[config.mk]
export PLATFORM = sky130hd
export DESIGN_NAME = rvcs_rspq
export DESIGN_NICKNAME = d
export VERILOG_FILES = /design/src/rtl/rvcs_pkg.sv /design/src/rtl/rvcs_rspq.sv
export VERILOG_INCLUDE_DIRS = /design/src /design/src/rtl
export SDC_FILE = /design/constraint.sdc
export NUM_CORES = 1
export LEC_CHECK = 0
export ABC_AREA = 1
export CAP_MARGIN = 0
export CORE_AREA = 2 2 194 196
export CTS_CLUSTER_SIZE = 25
export DETAILED_ROUTE_END_ITERATION = 10
export DIE_AREA = 0 0 196 198
export DONT_BUFFER_PORTS = 1
export PLACE_DENSITY = 0.85
export RECOVER_POWER = 25
export SYNTH_ARGS = -nofsm -noshare
export SYNTH_HDL_FRONTEND = slang
export SYNTH_SLANG_ARGS = --single-unit
[constraint.sdc]
create_clock -name clock -period 4.3 [get_ports clock]
set_input_delay 0.43 -clock clock [delete_from_list [all_inputs] [get_ports clock]]
set_output_delay 0.43 -clock clock [all_outputs]
set_load 0.005 [all_outputs]
[src/rtl/rv32i_subset_core_step_core_defines.svh]
// ----------------------------------------------------------------------------
// RV32I subset core step: assertion macros
// Shared concurrent assertion forms, clocked on clock and disabled in reset.
// ----------------------------------------------------------------------------
`ifndef RV32I_SUBSET_CORE_STEP_CORE_DEFINES_SVH
`define RV32I_SUBSET_CORE_STEP_CORE_DEFINES_SVH

// Same-cycle implication
`define RVCS_ASSERT_IMP(label, ante, cons, msg) \
   label: assert property (@(posedge clock) disable iff (reset) (ante) |-> (cons)) \
      else $error(msg);

// Next-cycle implication
`define RVCS_ASSERT_NEXT(label, ante, cons, msg) \
   label: assert property (@(posedge clock) disable iff (reset) (ante) |=> (cons)) \
      else $error(msg);

`endif

[src/rtl/rvcs_pkg.sv]
// ----------------------------------------------------------------------------
// rvcs_pkg
// Constants, encodings and shared structures of the RV32I subset core step.
// ----------------------------------------------------------------------------
package rvcs_pkg;

   // Default data memory size in bytes (power of two, at least 16)
   localparam int DATA_MEM_BYTES = 4096;
   // Response queue depth, also the bound on outstanding requests
   localparam int QDEPTH = 4;

   // Opcodes
   localparam logic [6:0] OPC_R    = 7'h33;
   localparam logic [6:0] OPC_I    = 7'h13;
   localparam logic [6:0] OPC_B    = 7'h63;
   localparam logic [6:0] OPC_LW   = 7'h03;
   localparam logic [6:0] OPC_SW   = 7'h23;
   localparam logic [6:0] OPC_JALR = 7'h67;

   // ALU funct3
   localparam logic [2:0] F3_ADD  = 3'd0;
   localparam logic [2:0] F3_SLL  = 3'd1;
   localparam logic [2:0] F3_SLT  = 3'd2;
   localparam logic [2:0] F3_SLTU = 3'd3;
   localparam logic [2:0] F3_XOR  = 3'd4;
   localparam logic [2:0] F3_SR   = 3'd5;
   localparam logic [2:0] F3_OR   = 3'd6;
   localparam logic [2:0] F3_AND  = 3'd7;

   // Branch funct3
   localparam logic [2:0] F3_BEQ  = 3'd0;
   localparam logic [2:0] F3_BNE  = 3'd1;
   localparam logic [2:0] F3_BLT  = 3'd4;
   localparam logic [2:0] F3_BGE  = 3'd5;
   localparam logic [2:0] F3_BLTU = 3'd6;
   localparam logic [2:0] F3_BGEU = 3'd7;

   // Memory and jump funct3
   localparam logic [2:0] F3_WORD = 3'd2;
   localparam logic [2:0] F3_JALR = 3'd0;

   // funct7
   localparam logic [6:0] F7_BASE = 7'h00;
   localparam logic [6:0] F7_ALT  = 7'h20;

   // Register indexes
   localparam logic [4:0] REG_ZERO = 5'd0;
   localparam logic [4:0] REG_A0   = 5'd10;
   localparam logic [4:0] REG_A1   = 5'd11;

   // Data memory access from the execute stage
   typedef struct packed {
      logic        wr_en;
      logic        rd_en;
      logic [31:0] addr;
      logic [31:0] wdata;
   } dmem_req_type;

   // Execute stage result
   typedef struct packed {
      logic [31:0] next_pc;
      logic        halted;
      logic        wr;
      logic [4:0]  rd;
      logic [31:0] val;
      logic        load;
   } exec_type;

   // Response item
   typedef struct packed {
      logic [31:0] next_pc;
      logic        halted;
      logic        reg_written;
      logic [4:0]  written_index;
      logic [31:0] written_value;
      logic [31:0] a0_value;
      logic [31:0] a1_value;
   } rsp_type;

   // Sign-extend a 12-bit immediate
   function automatic logic [31:0] sext12(input logic [11:0] v);
      return {{20{v[11]}}, v};
   endfunction

endpackage

[src/rtl/rvcs_rspq.sv]
// ----------------------------------------------------------------------------
// rvcs_rspq
// Response queue between the writeback stage and the response channel.
// ----------------------------------------------------------------------------
`include "rv32i_subset_core_step_core_defines.svh"

module rvcs_rspq (
   input  logic              clock,
   input  logic              reset,
   input  logic              push,
   input  rvcs_pkg::rsp_type push_data,
   input  logic              pop,
   output logic              valid,
   output rvcs_pkg::rsp_type head
);

   localparam int DEPTH = rvcs_pkg::QDEPTH;
   localparam int PW    = $clog2(DEPTH);
   localparam int CW    = $clog2(DEPTH + 1);

   rvcs_pkg::rsp_type ent_ff [DEPTH];
   logic [PW-1:0]     wr_ptr_ff;
   logic [PW-1:0]     wr_ptr_in;
   logic [PW-1:0]     rd_ptr_ff;
   logic [PW-1:0]     rd_ptr_in;
   logic [CW-1:0]     cnt_ff;
   logic [CW-1:0]     cnt_in;

   // Store entries
   always_ff @(posedge clock) begin
      if (push) begin
         ent_ff[wr_ptr_ff] <= push_data;
      end
   end

   // Advance pointers and count
   always_comb begin
      wr_ptr_in = wr_ptr_ff;
      rd_ptr_in = rd_ptr_ff;
      if (push) begin
         wr_ptr_in = (wr_ptr_ff == PW'(DEPTH - 1)) ? '0 : wr_ptr_ff + PW'(1);
      end
      if (pop) begin
         rd_ptr_in = (rd_ptr_ff == PW'(DEPTH - 1)) ? '0 : rd_ptr_ff + PW'(1);
      end
      cnt_in = cnt_ff + CW'(push) - CW'(pop);
   end

   always_ff @(posedge clock) begin
      if (reset) begin
         wr_ptr_ff <= '0;
         rd_ptr_ff <= '0;
         cnt_ff    <= '0;
      end else begin
         wr_ptr_ff <= wr_ptr_in;
         rd_ptr_ff <= rd_ptr_in;
         cnt_ff    <= cnt_in;
      end
   end

   assign valid = (cnt_ff != '0);
   assign head  = ent_ff[rd_ptr_ff];

   `RVCS_ASSERT_IMP(a_no_overflow, push, cnt_ff != CW'(DEPTH),
      "response queue written while full")

endmodule

# == After elaboration in Yosys (flattened, before gate mapping) ==
# Memory sizes are Yosys's and may differ from the RTL's. A register that Yosys moved wholly into a read port is not among the register bits.
# Index checks and enable logic that the tools add are counted.
# classes
n_addsub,4
n_eq_ne,2
mux,6
n_reduce_logical,1
# ops
op,n
$mux W2,4
$add A2 B1 Y2 const B,2
$eq A2 B2 Y1 const B,2
$add A3 B1 Y3,1
$reduce_bool A3 Y1,1
$sub A3 B1 Y3,1
$mux W1,2
# totals
register_bits,7
mem_bits_rw,540
in_bits,139
out_inout_bits,136
elab_cells,17
memories,1
# memory_table
memory,words,width,rd,rd_ports_with_merged_regs,write_ports,line_no,rtl
ent_ff,4,135,1,1,1,rvcs_rspq.sv:21,rvcs_pkg::rsp_type ent_ff [DEPTH];

# == Depth between registers and ports, before layout ==
# logic_depth
ltp_word,4
depth_mapped,9
depth_no_buf,9

# == Worst setup path after synthesis ==
# OpenSTA, ideal clock, no wires.
# synth_path
path_kind,reg2reg
startpoint,reg wr_ptr_ff[0]
endpoint,mem ent_ff[2][0] (netlist name) (enable)
setup_time_ns,0.488
arrival_ns,3.180
required_ns,3.812
setup_slack_ns,0.632
stages_incl_launch_ff,5
n_path_buf,0
period_less_slack_ns,3.668
cell_sequence,dfxtp_1 -> inv_1 -> ha_1 -> nand2_1 -> inv_1
# synth_lines
item,line_no,rtl
"start, declared",rvcs_rspq.sv:22,logic [PW-1:0] wr_ptr_ff;
"start signal, assigned",rvcs_rspq.sv:55,wr_ptr_ff <= wr_ptr_in;
"end, declared",rvcs_rspq.sv:21,
# No word-level cell before the write port.

==> results.py <==
metrics = {
    "sta": {
        "relSlewSlack": 0.425,
        "whs_ns": 0.0511,
        "rsz0062_at_grt": "false",
        "max_freq_ghz": 0.351,
        "finalCritPeriodShare": 0.663,
        "slew_viol_final": 0,
        "fin_skew_ns": 0.0199,
        "period_minus_slack_ns": 2.85,
        "finalSetupViolCount": 0,
        "fin_tns_setup_ns": 0,
        "tightest_slew_ns": 0.863,
        "finalHoldViolations": 0,
    },
    "logic_synthesis": {
        "yosysUniqueCellTypes": 18,
        "netlist_area_um2": 21700,
        "synthCells": 1633,
        "yosys_warnings": 0,
        "synth_fp_nets": 1780,
        "ys_seq_elements": 549,
        "ys_seq_area_frac": 0.755,
        "avgSynthCellArea_um2": 13.3,
    },
    "cts": {
        "cts_tree": "built",
        "max-clock-path-buffers": 3,
        "cts_root_buffer": "clkbuf_16",
        "clk_pin_slew_ns": 0.06,
        "cts_htree_levels": 2,
        "cts_resized": 0,
        "ctsHoldBuffers": 137,
        "numCtsBuffers": 52,
        "cts_setup_buffers": 0,
        "clock-sinks": 549,
        "clk_latency_ns": 0.59,
    },
    "route": {
        "drc": 0,
        "vias": 12700,
        "ant_nets": 0,
        "drtIter0Drc": 1088,
        "first_pass_iters": 5,
        "wl_per_cell_um": 19.3,
        "routed_wl_mm": 43.8,
        "viasPerCell": 5.58,
    },
    "placement": {
        "post-dp-hpwl_mm": 23.6,
        "io_buffers": 0,
        "globalplace.congestion": 0.737,
    },
    "worst_setup_path": {
        "path_class": "register to output port",
        "crit_buf_inv": 1,
        "path_common_cell": "nand2_1",
        "critPathTopFamily": "flip-flops",
        "end_kind": "output port",
        "cp.required_ns": 3.87,
        "crit_path_max_incr_delay_ns": 0.84,
        "cp_cell_sequence": "buf_4 > nand2_1 > o211ai_1 > nand2_1",
        "crit_arrival_ns": 2.42,
        "crit_fanout": 70,
        "startpoint_type": "register",
        "crit_slowest_cell": "dfxtp_4",
    },
    "grt": {
        "grt_max_degree": 125,
        "grt_pass1_vias": 12700,
        "grt_pass1_wl_mm": 66.8,
        "antenna_found_initial": 2,
        "grtUsageTotal": 0.224,
        "gr-total-overflow": 0,
    },
    "power": {
        "combPwrFrac": 0.082,
        "peakVddDrop_v": 0.000576,
        "power_leakage_uw": 0.00926,
        "power.switching_uw": 2670,
        "swShare": 0.227,
        "total_power_uw": 11700,
        "clock_power_share": 0.387,
        "p_int_uw": 9050,
        "power_density_nw_per_um2": 468,
        "seq_power_share": 0.530,
    },
    "finish": {
        "multi_input_area_um2": 3630,
        "n_fill_cell": 2264,
        "nets": 1897,
        "syn_to_final_growth_pct": 15.2,
        "drive_gt1_frac": 0.0624,
        "seqCellArea_um2": 16400,
    },
    "die": {
        "die_y_um": 198,
        "die_w_um": 196,
        "std_cell_rows": 71,
        "die_area_um2": 38800,
        "io_pins": 275,
        "start_util": 0.588,
        "core_area_um2": 37000,
    },
    "worst_hold_path": {
        "min_path_type": "input port to register",
    },
    "flow_run": {
        "drv_cap": 0,
    },
    "run_status": {
        "outcome": "complete, no violations",
    },
}
[sequential cells by signal (all words and copies together) (netlist names), named ones only]
name	cells
cnt_ff	3
wr_ptr_ff	2
rd_ptr_ff	2
ent_ff	540
[cells by family after synthesis]
| kind of cell | count (synthesis) | share of synthesized area |
|---|---|---|
| DFF | 549 | 0.755 |
| AOI/OAI and AO/OA | 411 | 0.112 |
| buffers and inverters | 375 | 0.0784 |
| and+or+nand+nor | 290 | 0.0502 |
| adders and majority gates | 8 | 0.00495 |
[worst min-delay path, cell delays in order]
cell	delay, ns
inv_1	0.05
nand2_1	0.07
nor2_1	0.03
[cells in the final DEF (no fill, tap or decap)]
| cell | n |
|---|---|
| a21oi_1 | 128 |
| a21oi_2 | 10 |
| buf_12 | 9 |
| buf_4 | 7 |
| bufinv_16 | 6 |
| clkbuf_1 | 6 |
| clkbuf_16 | 53 |
| clkinv_1 | 12 |
| clkinv_2 | 12 |
| clkinvlp_4 | 5 |
| dfxtp_1 | 7 |
| dfxtp_4 | 2 |
| diode_2 | 1 |
| dlygate4sd3_1 | 137 |
| edfxtp_1 | 540 |
| fa_1 | 1 |
| ha_1 | 7 |
| inv_1 | 281 |
| inv_6 | 8 |
| nand2_1 | 279 |
| nand3_1 | 2 |
| nor2_1 | 9 |
| o211ai_1 | 135 |
| o21ai_0 | 33 |
| o21ai_1 | 105 |
[through the flow]
| step | instance area [um2] | worst slack (ns) | std cells | utilization |
|---|---|---|---|---|
| 4_1_cts | 25000 | 1.49 | 2268 | 0.677 |
| 3_3_place_gp | 21900 | 2.12 | 2033 | 0.594 |
| 3_5_place_dp | 21900 | 2.11 | 2033 | 0.594 |
| 2_1_floorplan | 21700 | 0.632 | 1633 | - |
| 5_1_grt | 25000 | 1.29 | 2269 | 0.677 |
| 6_report | 25000 | 1.45 | 2269 | 0.677 |
[final timing paths]
path	startpoint	to	slack (ns)	depth (start not counted)
setup / recovery	register	head[1]	1.45	4
hold / removal	reset	cnt_ff[2]$_SDFF_PP0_	0.05	3
setup reg to reg	wr_ptr_ff[0]$_SDFFE_PP0P_	ent_ff[0][133]$_DFFE_PP_	2.09	5
hold reg to reg	rd_ptr_ff[0]$_SDFFE_PP0P_	register	0.51	2
[cell usage after synthesis, drive strengths merged]
| library cell | count | area, um2 |
|---|---|---|
| edfxtp | 540 | 16200 |
| ha | 7 | 87.6 |
| nand3 | 2 | 10.0 |
| a21oi | 138 | 728 |
| o211ai | 135 | 1010 |
| o21ai | 138 | 691 |
| inv | 285 | 1070 |
| buf | 82 | 601 |
| nand2 | 279 | 1050 |
| nor2 | 9 | 33.8 |
| fa | 1 | 20.0 |
| dfxtp | 9 | 180 |
| clkbuf | 8 | 32.5 |
[power groups by stage]
stage / logic (uW) / clock network [uW] / registers, uW
final: 963 / 4540 / 6220
after global routing: 1070 / 4800 / 6240
after CTS: 954 / 4610 / 6220
after detailed placement: 794 / 0 / 6330
after global placement: 758 / 0 / 6320
after floorplan: 635 / 0 / 6310
[layer usage]
metal,track usage,part of all wire,wire length [um]
met5,0,0.00025,11
met4,0.0901,0.031,1360
met3,0.0661,0.096,4200
met2,0.383,0.50,22000
met1,0.268,0.37,16300
[layout make-up]
type | count | share of cell area
inverter | 285 | 0.0435
clock buffer | 59 | 0.0539
clock inverter | 39 | 0.0143
multi-input combinational | 709 | 0.145
sequential | 549 | 0.655
timing repair buffer | 153 | 0.0641
tap | 474 | 0.0237
antenna | 1 | 0.000100
Power figures use the tool's default switching activity.
