`config.mk`:
```
export PLATFORM = sky130hd
export DESIGN_NAME = rvcs_regfile
export DESIGN_NICKNAME = d
export VERILOG_FILES = /design/src/rtl/rv32i_subset_core_step_core_defines.svh /design/src/rtl/rvcs_regfile.sv
export SDC_FILE = /design/constraint.sdc
export NUM_CORES = 1
export LEC_CHECK = 0
export ABC_AREA = 1
export BUFFER_PORTS_ARGS = -buffer_cell sky130_fd_sc_hd__buf_2
export CAP_MARGIN = 20
export CORE_ASPECT_RATIO = 0.7
export CORE_UTILIZATION = 25
export DETAILED_ROUTE_END_ITERATION = 12
export PLACE_DENSITY = 0.39
export SYNTH_ARGS = -nofsm -noshare
export SYNTH_HDL_FRONTEND = slang
export SYNTH_SLANG_ARGS = --single-unit
```
`constraint.sdc`:
```
create_clock -name clock -period 5.9 [get_ports clock]
set_clock_uncertainty 0.05 [all_clocks]
set_input_delay 0.59 -clock clock [delete_from_list [all_inputs] [get_ports clock]]
set_output_delay 0.59 -clock clock [all_outputs]
set_load 0.02 [all_outputs]
```
`src/rtl/rv32i_subset_core_step_core_defines.svh`:
```
// ----------------------------------------------------------------------------
// RV32I subset core step: assertion macros
// Shared concurrent assertion forms, clocked on clock and disabled in reset.
// ----------------------------------------------------------------------------
`ifndef RV32I_SUBSET_CORE_STEP_CORE_DEFINES_SVH
`define RV32I_SUBSET_CORE_STEP_CORE_DEFINES_SVH

// Same-cycle implication
`define RVCS_ASSERT_IMP(label, ante, cons, msg) \
   label: assert property (@(posedge clock) disable iff (reset) (ante) |-> (cons)) \
      else $error(msg);

// Next-cycle implication
`define RVCS_ASSERT_NEXT(label, ante, cons, msg) \
   label: assert property (@(posedge clock) disable iff (reset) (ante) |=> (cons)) \
      else $error(msg);

`endif

```
`src/rtl/rvcs_regfile.sv`:
```
// ----------------------------------------------------------------------------
// rvcs_regfile
// 32 x 32 register file memory, two registered read ports, one write port.
// Per-entry valid bits make unwritten entries read as zero after reset.
// ----------------------------------------------------------------------------
module rvcs_regfile (
   input  logic        clock,
   input  logic        reset,
   input  logic [4:0]  rd_addr_a,
   input  logic [4:0]  rd_addr_b,
   input  logic        wr_en,
   input  logic [4:0]  wr_addr,
   input  logic [31:0] wr_data,
   output logic [31:0] rd_data_a,
   output logic [31:0] rd_data_b
);

   logic [31:0] mem_ff [32];
   logic [31:0] vld_ff;
   logic [31:0] vld_in;
   logic [31:0] q_a_ff;
   logic [31:0] q_b_ff;
   logic        vld_a_ff;
   logic        vld_b_ff;

   // Write and read the array; a same-edge read returns the old word
   always_ff @(posedge clock) begin
      if (wr_en) begin
         mem_ff[wr_addr] <= wr_data;
      end
      q_a_ff <= mem_ff[rd_addr_a];
      q_b_ff <= mem_ff[rd_addr_b];
   end

   // Mark written entries
   always_comb begin
      vld_in = vld_ff;
      if (wr_en) begin
         vld_in[wr_addr] = 1'b1;
      end
   end

   always_ff @(posedge clock) begin
      if (reset) begin
         vld_ff   <= '0;
         vld_a_ff <= 1'b0;
         vld_b_ff <= 1'b0;
      end else begin
         vld_ff   <= vld_in;
         vld_a_ff <= vld_ff[rd_addr_a];
         vld_b_ff <= vld_ff[rd_addr_b];
      end
   end

   // Unwritten entries read as zero
   assign rd_data_a = vld_a_ff ? q_a_ff : '0;
   assign rd_data_b = vld_b_ff ? q_b_ff : '0;

endmodule

```
### Word level (Yosys, flattened, before mapping)

Memory sizes are Yosys's and may differ from the RTL's. A register that Yosys moved wholly into a read port is not among the register bits.
Index checks and enable logic that the tools add are counted.

* output and inout bits: 64
* bits in registers: 34
* memories kept: 1
* logic and storage cells: 20
* memory bits (writable): 1024

Memories
* mem_ff: words 32, bits a word 32, read ports 2, clocked after Yosys merged registers in 2, write ports 1, RTL line rvcs_regfile.sv:18 `logic [31:0] mem_ff [32];`

* reductions and logical operators: 1
* order comparisons: 4
* bitwise gates (word level): 1
* muxes and demuxes: 10

Operator list (count)
* two-way mux 32 bit: 2
* OR 32 bit: 1
* less-than comparator 5 x 6 -> 1 bit, second input constant: 3
* binary-select mux 1 bit (select 5 bit): 2
* demux 1 bit (select 5 bit): 1
* greater-or-equal comparator 5 x 1 -> 1 bit, second input constant: 1
* two-way mux 1 bit: 5
* logical AND 1 bit: 1

### Logic depth before layout (Yosys ltp)

Gate-level depths: netlist (run 1).

* depth after elaboration: 5
* depth in mapped cells: 12

### Least setup slack after synthesis (run 1)

OpenSTA, ideal clock, no wires.

* kind: input to register
* start: input port wr_en
* end: memory mem_ff[31][0] (enable)
* stages on the path: 4
* path buffers: 0
* setup slack: 3.075 ns
* arrival time: 2.353 ns
* data required time: 5.428 ns
* cells stage by stage: inv_1 -> nor3_1 -> inv_1 -> nor2_1

* word-level cells in the longest chain between the ends: 2

Ends and longest elaborated chain
* start: declaration: RTL line rvcs_regfile.sv:11 `input logic wr_en,`
* two-way mux 1 bit: RTL line rvcs_regfile.sv:28 `if (wr_en) begin`
* two-way mux 1 bit (not written as such): RTL line rvcs_regfile.sv:29 `mem_ff[wr_addr] <= wr_data;`
* end: declaration: RTL line rvcs_regfile.sv:18

Every way passes these cells.

### Worst setup path after layout (run 1)

* start: register vld_a_ff
* end: output port rd_data_a[19]

* word-level cells in the longest chain between the ends: 1

Ends and longest elaborated chain
* start: declaration: RTL line rvcs_regfile.sv:23 `logic vld_a_ff;`
* start signal: assignment: RTL line rvcs_regfile.sv:50 `vld_a_ff <= vld_ff[rd_addr_a];`
* two-way mux 32 bit: RTL line rvcs_regfile.sv:56 `assign rd_data_a = vld_a_ff ? q_a_ff : '0;`
* end: declaration: RTL line rvcs_regfile.sv:14 `output logic [31:0] rd_data_a,`

Every way passes these cells.

==> results.yml, run 1 <==
run_status:
  status: "completed"
cts:
  post_cts_resize_count: 0
  cts_hold_buf: 0
  clk_path_buf_depth: 3
  cts_root_buffer: "clkbuf_16"
  clk_latency_ns: 0.73
  cts.reportedPaths.clkPinSlew_ns: 0.06
  cts_sinks: 1122
  numCtsBuffers: 115
  cts_tree: "yes"
  h-tree-depth: 3
  postCtsSetupBuffers: 0
synth:
  yosys_warnings: 0
  yosys_register_bits: 1122
  avgSynthCellArea_um2: 8.87
  synth_nets: 6325
  netlist_instances: 6275
  netlist_area_um2: 55700
  synthDistinctLibCells: 18
  yosysSeqAreaShare_pct: 58.8
global_routing:
  grt_pass1_vias: 45000
  grt_antenna_before_repair: 17
  grt-ovfl-total: 0
  grt_start_max_net_pins: 226
  grt_usage_pct: 21.1
  grt_pass1_wl_um: 341000
sta:
  max_freq_ghz: 0.314
  finalSetupViolCount: 0
  slew_headroom_pct: 21.7
  worstMarginPinSlew_ns: 1.17
  finalMaxSlewViolations: 0
  period_needed_ns: 3.18
  rsz0062_at_grt: "false"
  hold_viol: 0
  tns_ns: 0
  fin_crit_sh_pct: 54.0
critical_path:
  crit_arrival_ns: 2.54
  cp_max_fo: 20
  crit_required_ns: 5.26
  start_kind: "flop"
  r2r-start: "mem_ff[5][15]"
  r2r_cells: 7
  worstReg2RegEnd: "q_a_ff[15]"
  critPathKind: "flop to primary output"
  endpoint_kind: "primary output"
  r2r_slack_ns: 4.40
drt:
  route.detailed.drc: 0
  wl_per_cell_um: 26.5
  ant_nets: 0
  via_count: 46700
  vias_per_cell: 5.09
  wl_um: 243000
  dr.pass1.iters: 6
  drt_iter0_markers: 5153
floorplanning:
  die_h_um: 397
  die_x_um: 566
  rows: 144
  ios: 114
  core_area_um2: 221000
  die_area_um2: 225000
  start_util_pct: 25.2
worst_hold_path:
  hold_start: "wr_data[19]"
  holdPathEnd: "mem_ff[7][19]"
  min-delay-path-class: "input pin to flop"
  hold_depth: 1
layout:
  area_growth_pct: 11.7
  final_cell_mix: "nand2_1, nand3_1, edfxtp_1"
  fillers: 23100
  layout_commonest_cell: "nand2_1"
  drive_gt1_share_pct: 7.03
  nets: 6204
  utilization_pct: 28.2
placement:
  gp_congestion: 0.758
  port_buffers: 113
  dp_hpwl_um: 123000
run:
  maxCapViolations: 0
power_and_ir_drop:
  leakagePower_nw: 24.0
  power_density_nw_per_um2: 298
  ir_drop_mv: 0.242
[logic make-up (layout without fill, tap and decap cells)]
family	after synthesis	count (layout)	synth area share [%]
AO/OA/AOI/OAI	6	6	0.0539
buffers and inverters	553	533	6.06
flip-flops	1122	1122	58.8
other	0	3	0
AND/OR/NAND/NOR	4594	4594	35.1
[how the worst max path moves through the flow]
stage / from / to / slack, ns / cells past startpoint
floorplan: wr_en / mem_ff[31][0] / 3.07 / 4
global placement: rd_addr_b[0] / q_b_ff[21] / 2.23 / 10
detailed placement: rd_addr_b[0] / q_b_ff[21] / 2.23 / 10
CTS: vld_a_ff / rd_data_a[6] / 2.65 / 4
global route: vld_b_ff / rd_data_b[19] / 2.62 / 4
finish: vld_a_ff / rd_data_a[19] / 2.72 / 4
[stage by stage]
step                      cells  instance area [um2]  worst slack, ns  hold WS (ns)  total power [W]
after global routing       9176                62200             2.62         0.336           0.0191
final                      9178                62200             2.72         0.352           0.0185
after floorplan            6275                55700             3.07         0.407           0.0102
after CTS                  9174                62100             2.65         0.297           0.0187
after detailed placement   8956                58300             2.23         0.434           0.0110
after global placement     8952                58200             2.23         0.423           0.0110
[Yosys cell counts]
library cell	count	area share (%)
nor2_1	110	0.74
nand3_1	1706	15
and2_1	64	0.72
inv_8	1	0.020
buf_4	37	0.50
clkbuf_1	64	0.43
inv_2	4	0.027
inv_1	87	0.59
nor3_1	12	0.11
o21ai_1	1	0.0090
dfxtp_1	98	3.5
buf_2	236	2.1
buf_6	113	2.3
inv_6	1	0.016
nand2_1	2702	18
edfxtp_1	1024	55
o21ai_0	5	0.045
buf_1	10	0.067
[registers in the layout (all words and copies together), names as in the netlist]
name and count:
q_b_ff 32, vld_a_ff 1, q_a_ff 32, vld_ff 32, mem_ff 1024, vld_b_ff 1
[critical path, cell delays in order, from the launching register on]
cell and delay [ns]:
dfxtp_2 0.67, buf_4 0.52, nand2_1 0.10, inv_1 0.28, buf_2 0.24
[final cells by class]
| class | instances | area (um2) | area share [%] |
|---|---|---|---|
| flip-flops and latches | 1122 | 32700 | 52.6 |
| repair buffers | 222 | 1700 | 2.73 |
| inverters | 93 | 438 | 0.704 |
| clock buffers | 174 | 3370 | 5.43 |
| multi-input cells | 4600 | 19800 | 31.9 |
| clock inverters | 44 | 475 | 0.765 |
| diodes | 3 | 7.51 | 0.0121 |
| well taps | 2920 | 3650 | 5.88 |
[report_power, final]
| part | leakage (nW) | internal [W] | total [W] | switching, W |
|---|---|---|---|---|
| clock | 1.89 | 0.00437 | 0.00769 | 0.00332 |
| combinational | 12.0 | 0.000473 | 0.00192 | 0.00145 |
| sequential | 10.0 | 0.00881 | 0.00892 | 0.000103 |
[per-layer routing]
layer  share of wire (%)  track usage, %  vias to the layer above
met4                 2.6            5.62                        2
met3                 6.9            2.75                      335
met5              0.0054               0                        -
met1                  46            30.5                    23300
li1                    -               -                    21000
met2                  44            32.9                     2061
(Power assumes the default switching activity.)
==> inputs of run 2 (changes only) <==
--- a/config.mk
+++ b/config.mk
@@ -5,13 +5,13 @@
 export SDC_FILE = /design/constraint.sdc
 export NUM_CORES = 1
 export LEC_CHECK = 0
-export ABC_AREA = 1
+export ABC_AREA = 0
 export BUFFER_PORTS_ARGS = -buffer_cell sky130_fd_sc_hd__buf_2
 export CAP_MARGIN = 20
 export CORE_ASPECT_RATIO = 0.7
 export CORE_UTILIZATION = 25
 export DETAILED_ROUTE_END_ITERATION = 12
-export PLACE_DENSITY = 0.39
+export PLACE_DENSITY = 0.4
 export SYNTH_ARGS = -nofsm -noshare
 export SYNTH_HDL_FRONTEND = slang
 export SYNTH_SLANG_ARGS = --single-unit
==> constraint.sdc (replaced) <==
create_clock -name clock -period 2.8 [get_ports clock]
set_clock_uncertainty 0.05 [all_clocks]
set_input_delay 0.28 -clock clock [delete_from_list [all_inputs] [get_ports clock]]
set_output_delay 0.28 -clock clock [all_outputs]
set_load 0.02 [all_outputs]
==> results.yml, run 2 <==
run_status:
  status: "completed"
sta:
  hold_viol: 0
  max_freq_ghz: 0.379
  slew_headroom_pct: 40.4
  fin_crit_sh_pct: 94.2
  finalMaxSlewViolations: 0
  worstMarginPinSlew_ns: 0.894
  finalSetupViolCount: 0
  rsz0062_at_grt: "false"
  period_needed_ns: 2.64
  tns_ns: 0
cts:
  postCtsSetupBuffers: 0
  numCtsBuffers: 115
  h-tree-depth: 3
  cts_tree: "yes"
  clk_path_buf_depth: 3
  cts.reportedPaths.clkPinSlew_ns: 0.06
  cts_sinks: 1122
  clk_latency_ns: 0.75
  cts_root_buffer: "clkbuf_16"
synth:
  synth_top_area_cell: "edfxtp_1"
  netlist_instances: 2216
  synth_top_family_by_area: "multiplexers"
  yosys_warnings: 0
  synth_nets: 2266
  synth_edf_count: 1024
  post-synth-top-count-cell: "edfxtp_1"
  synthTopCellsByCount: "edfxtp_1, mux4_2, dfxtp_1, nor2_1, clkbuf_1"
  synth_xor_area_share_pct: 0
  synth-adder-area-share_pct: 0
  yosys.area.top_type_share_pct: 61.4
  avgSynthCellArea_um2: 22.6
  synth_mux_area_share_pct: 31.0
  synth-compound-area-share_pct: 0.140
  synthDistinctLibCells: 26
  async_flop_share_pct: 0
  yosys_register_bits: 1122
  netlist_area_um2: 50000
  synthTopCellsByArea: "edfxtp_1, mux4_2, dfxtp_1"
  synth-main-ff-cell: "edfxtp_1"
  synth-simple-area-share_pct: 1.88
  yosysSeqAreaShare_pct: 65.4
worst_hold_path:
  min-delay-path-class: "input pin to flop"
power_and_ir_drop:
  leakagePower_nw: 18.7
  power_density_nw_per_um2: 629
  ir_drop_mv: 0.503
  total_power_w: 0.0378
drt:
  dr.pass1.iters: 5
  vias_per_cell: 5.05
  ant_nets: 0
  wl_um: 174000
  route.detailed.drc: 0
  via_count: 26400
  drt_iter0_markers: 2715
  wl_per_cell_um: 33.3
global_routing:
  grt_pass1_wl_um: 241000
  grt_antenna_before_repair: 17
  grt_usage_pct: 17.3
  grt-ovfl-total: 0
  grt_start_max_net_pins: 49
  grt_pass1_vias: 28000
floorplanning:
  die_h_um: 376
  ios: 114
  die_x_um: 537
  start_util_pct: 25.3
  die_area_um2: 202000
  core_area_um2: 198000
  rows: 136
placement:
  gp_congestion: 0.753
  dpl-instance-area_um2: 55800
  dp_hpwl_um: 102000
  port_buffers: 113
layout:
  largest_reg_flops: 1024
  drive_gt1_share_pct: 47.3
  top_register: "mem_ff"
  layout_commonest_cell: "edfxtp_1"
  fin_area_um2: 60000
  fillers: 18900
  final_cell_mix: "edfxtp_1, mux4_2, clkbuf_16"
  nets: 2541
  area_growth_pct: 19.8
critical_path:
  path_buf_inv: 2
  crit_required_ns: 2.47
  cp_max_fo: 11
  max_stage_delay_ns: 0.73
  crit_chain: "buf_4, and2_1, buf_2"
  start_kind: "flop"
  path_delay_family: "flip-flops"
  critPathKind: "flop to primary output"
  crit_path_top_delay_cell: "dfxtp_2"
  crit_arrival_ns: 2.31
  endpoint_kind: "primary output"
run:
  maxCapViolations: 0
==> run 2: what timing repair did <==
action	4_1_cts	5_1_grt
hold buffers	33	0
gates resized for setup	1	0
endpoints found under the setup margin	4	0
endpoints found under the hold margin	1036	0
==> run 2: metrics by stage <==
step                      std cells  setup WS, ns  util, %  hold WS [ns]
after floorplan                2216       0.00409        -         0.329
after global placement         4963         0.196     28.3         0.418
after detailed placement       4963         0.209     28.3         0.436
after CTS                      5216        0.0839     30.4        0.0937
after global routing           5216        0.0839     30.4         0.132
final                          5218         0.162     30.4         0.158
==> run 2: layout make-up <==
| cell class | count | area [um2] | area share, % |
|---|---|---|---|
| tap | 2622 | 3280 | 5.47 |
| timing repair buffer | 327 | 3370 | 5.62 |
| clock buffer | 151 | 3140 | 5.24 |
| clock inverter | 69 | 677 | 1.13 |
| multi-input combinational | 924 | 16800 | 28.0 |
| inverter | 1 | 3.75 | 0.00626 |
| sequential | 1122 | 32700 | 54.5 |
| antenna | 2 | 5.00 | 0.00834 |
==> run 2: worst paths after layout <==
kind	startpoint	end	slack [ns]	cells past startpoint
hold / removal	rd_addr_b[3]	q_b_ff[19]	0.16	2
hold reg to reg	vld_ff[17]	vld_ff[17]	0.45	2
setup reg to reg	mem_ff[19][30]	q_a_ff[30]	0.83	3
setup / recovery	vld_b_ff	rd_data_b[20]	0.16	3
==> run 2: report_power, final <==
| group | leakage (nW) | internal (W) | switching (W) | total (W) |
|---|---|---|---|---|
| registers | 10.0 | 0.0186 | 0.000244 | 0.0188 |
| logic | 6.77 | 0.00152 | 0.00164 | 0.00316 |
| clock network | 1.86 | 0.00885 | 0.00691 | 0.0158 |
==> run 2: cell families after synthesis <==
family	after synthesis
compound gates	8
buf+inv	170
flops	1122
mux	728
simple gates	188
==> run 2: metal layers <==
layer / wire length [um] / share of wire [%] / vias up / track usage, %
met5: 69 / 0.040 / - / 0
met4: 2830 / 1.6 / 12 / 3.18
met3: 8290 / 4.8 / 191 / 2.33
met2: 79100 / 45 / 822 / 26.6
met1: 83700 / 48 / 15000 / 26.2
li1: - / - / 10300 / -
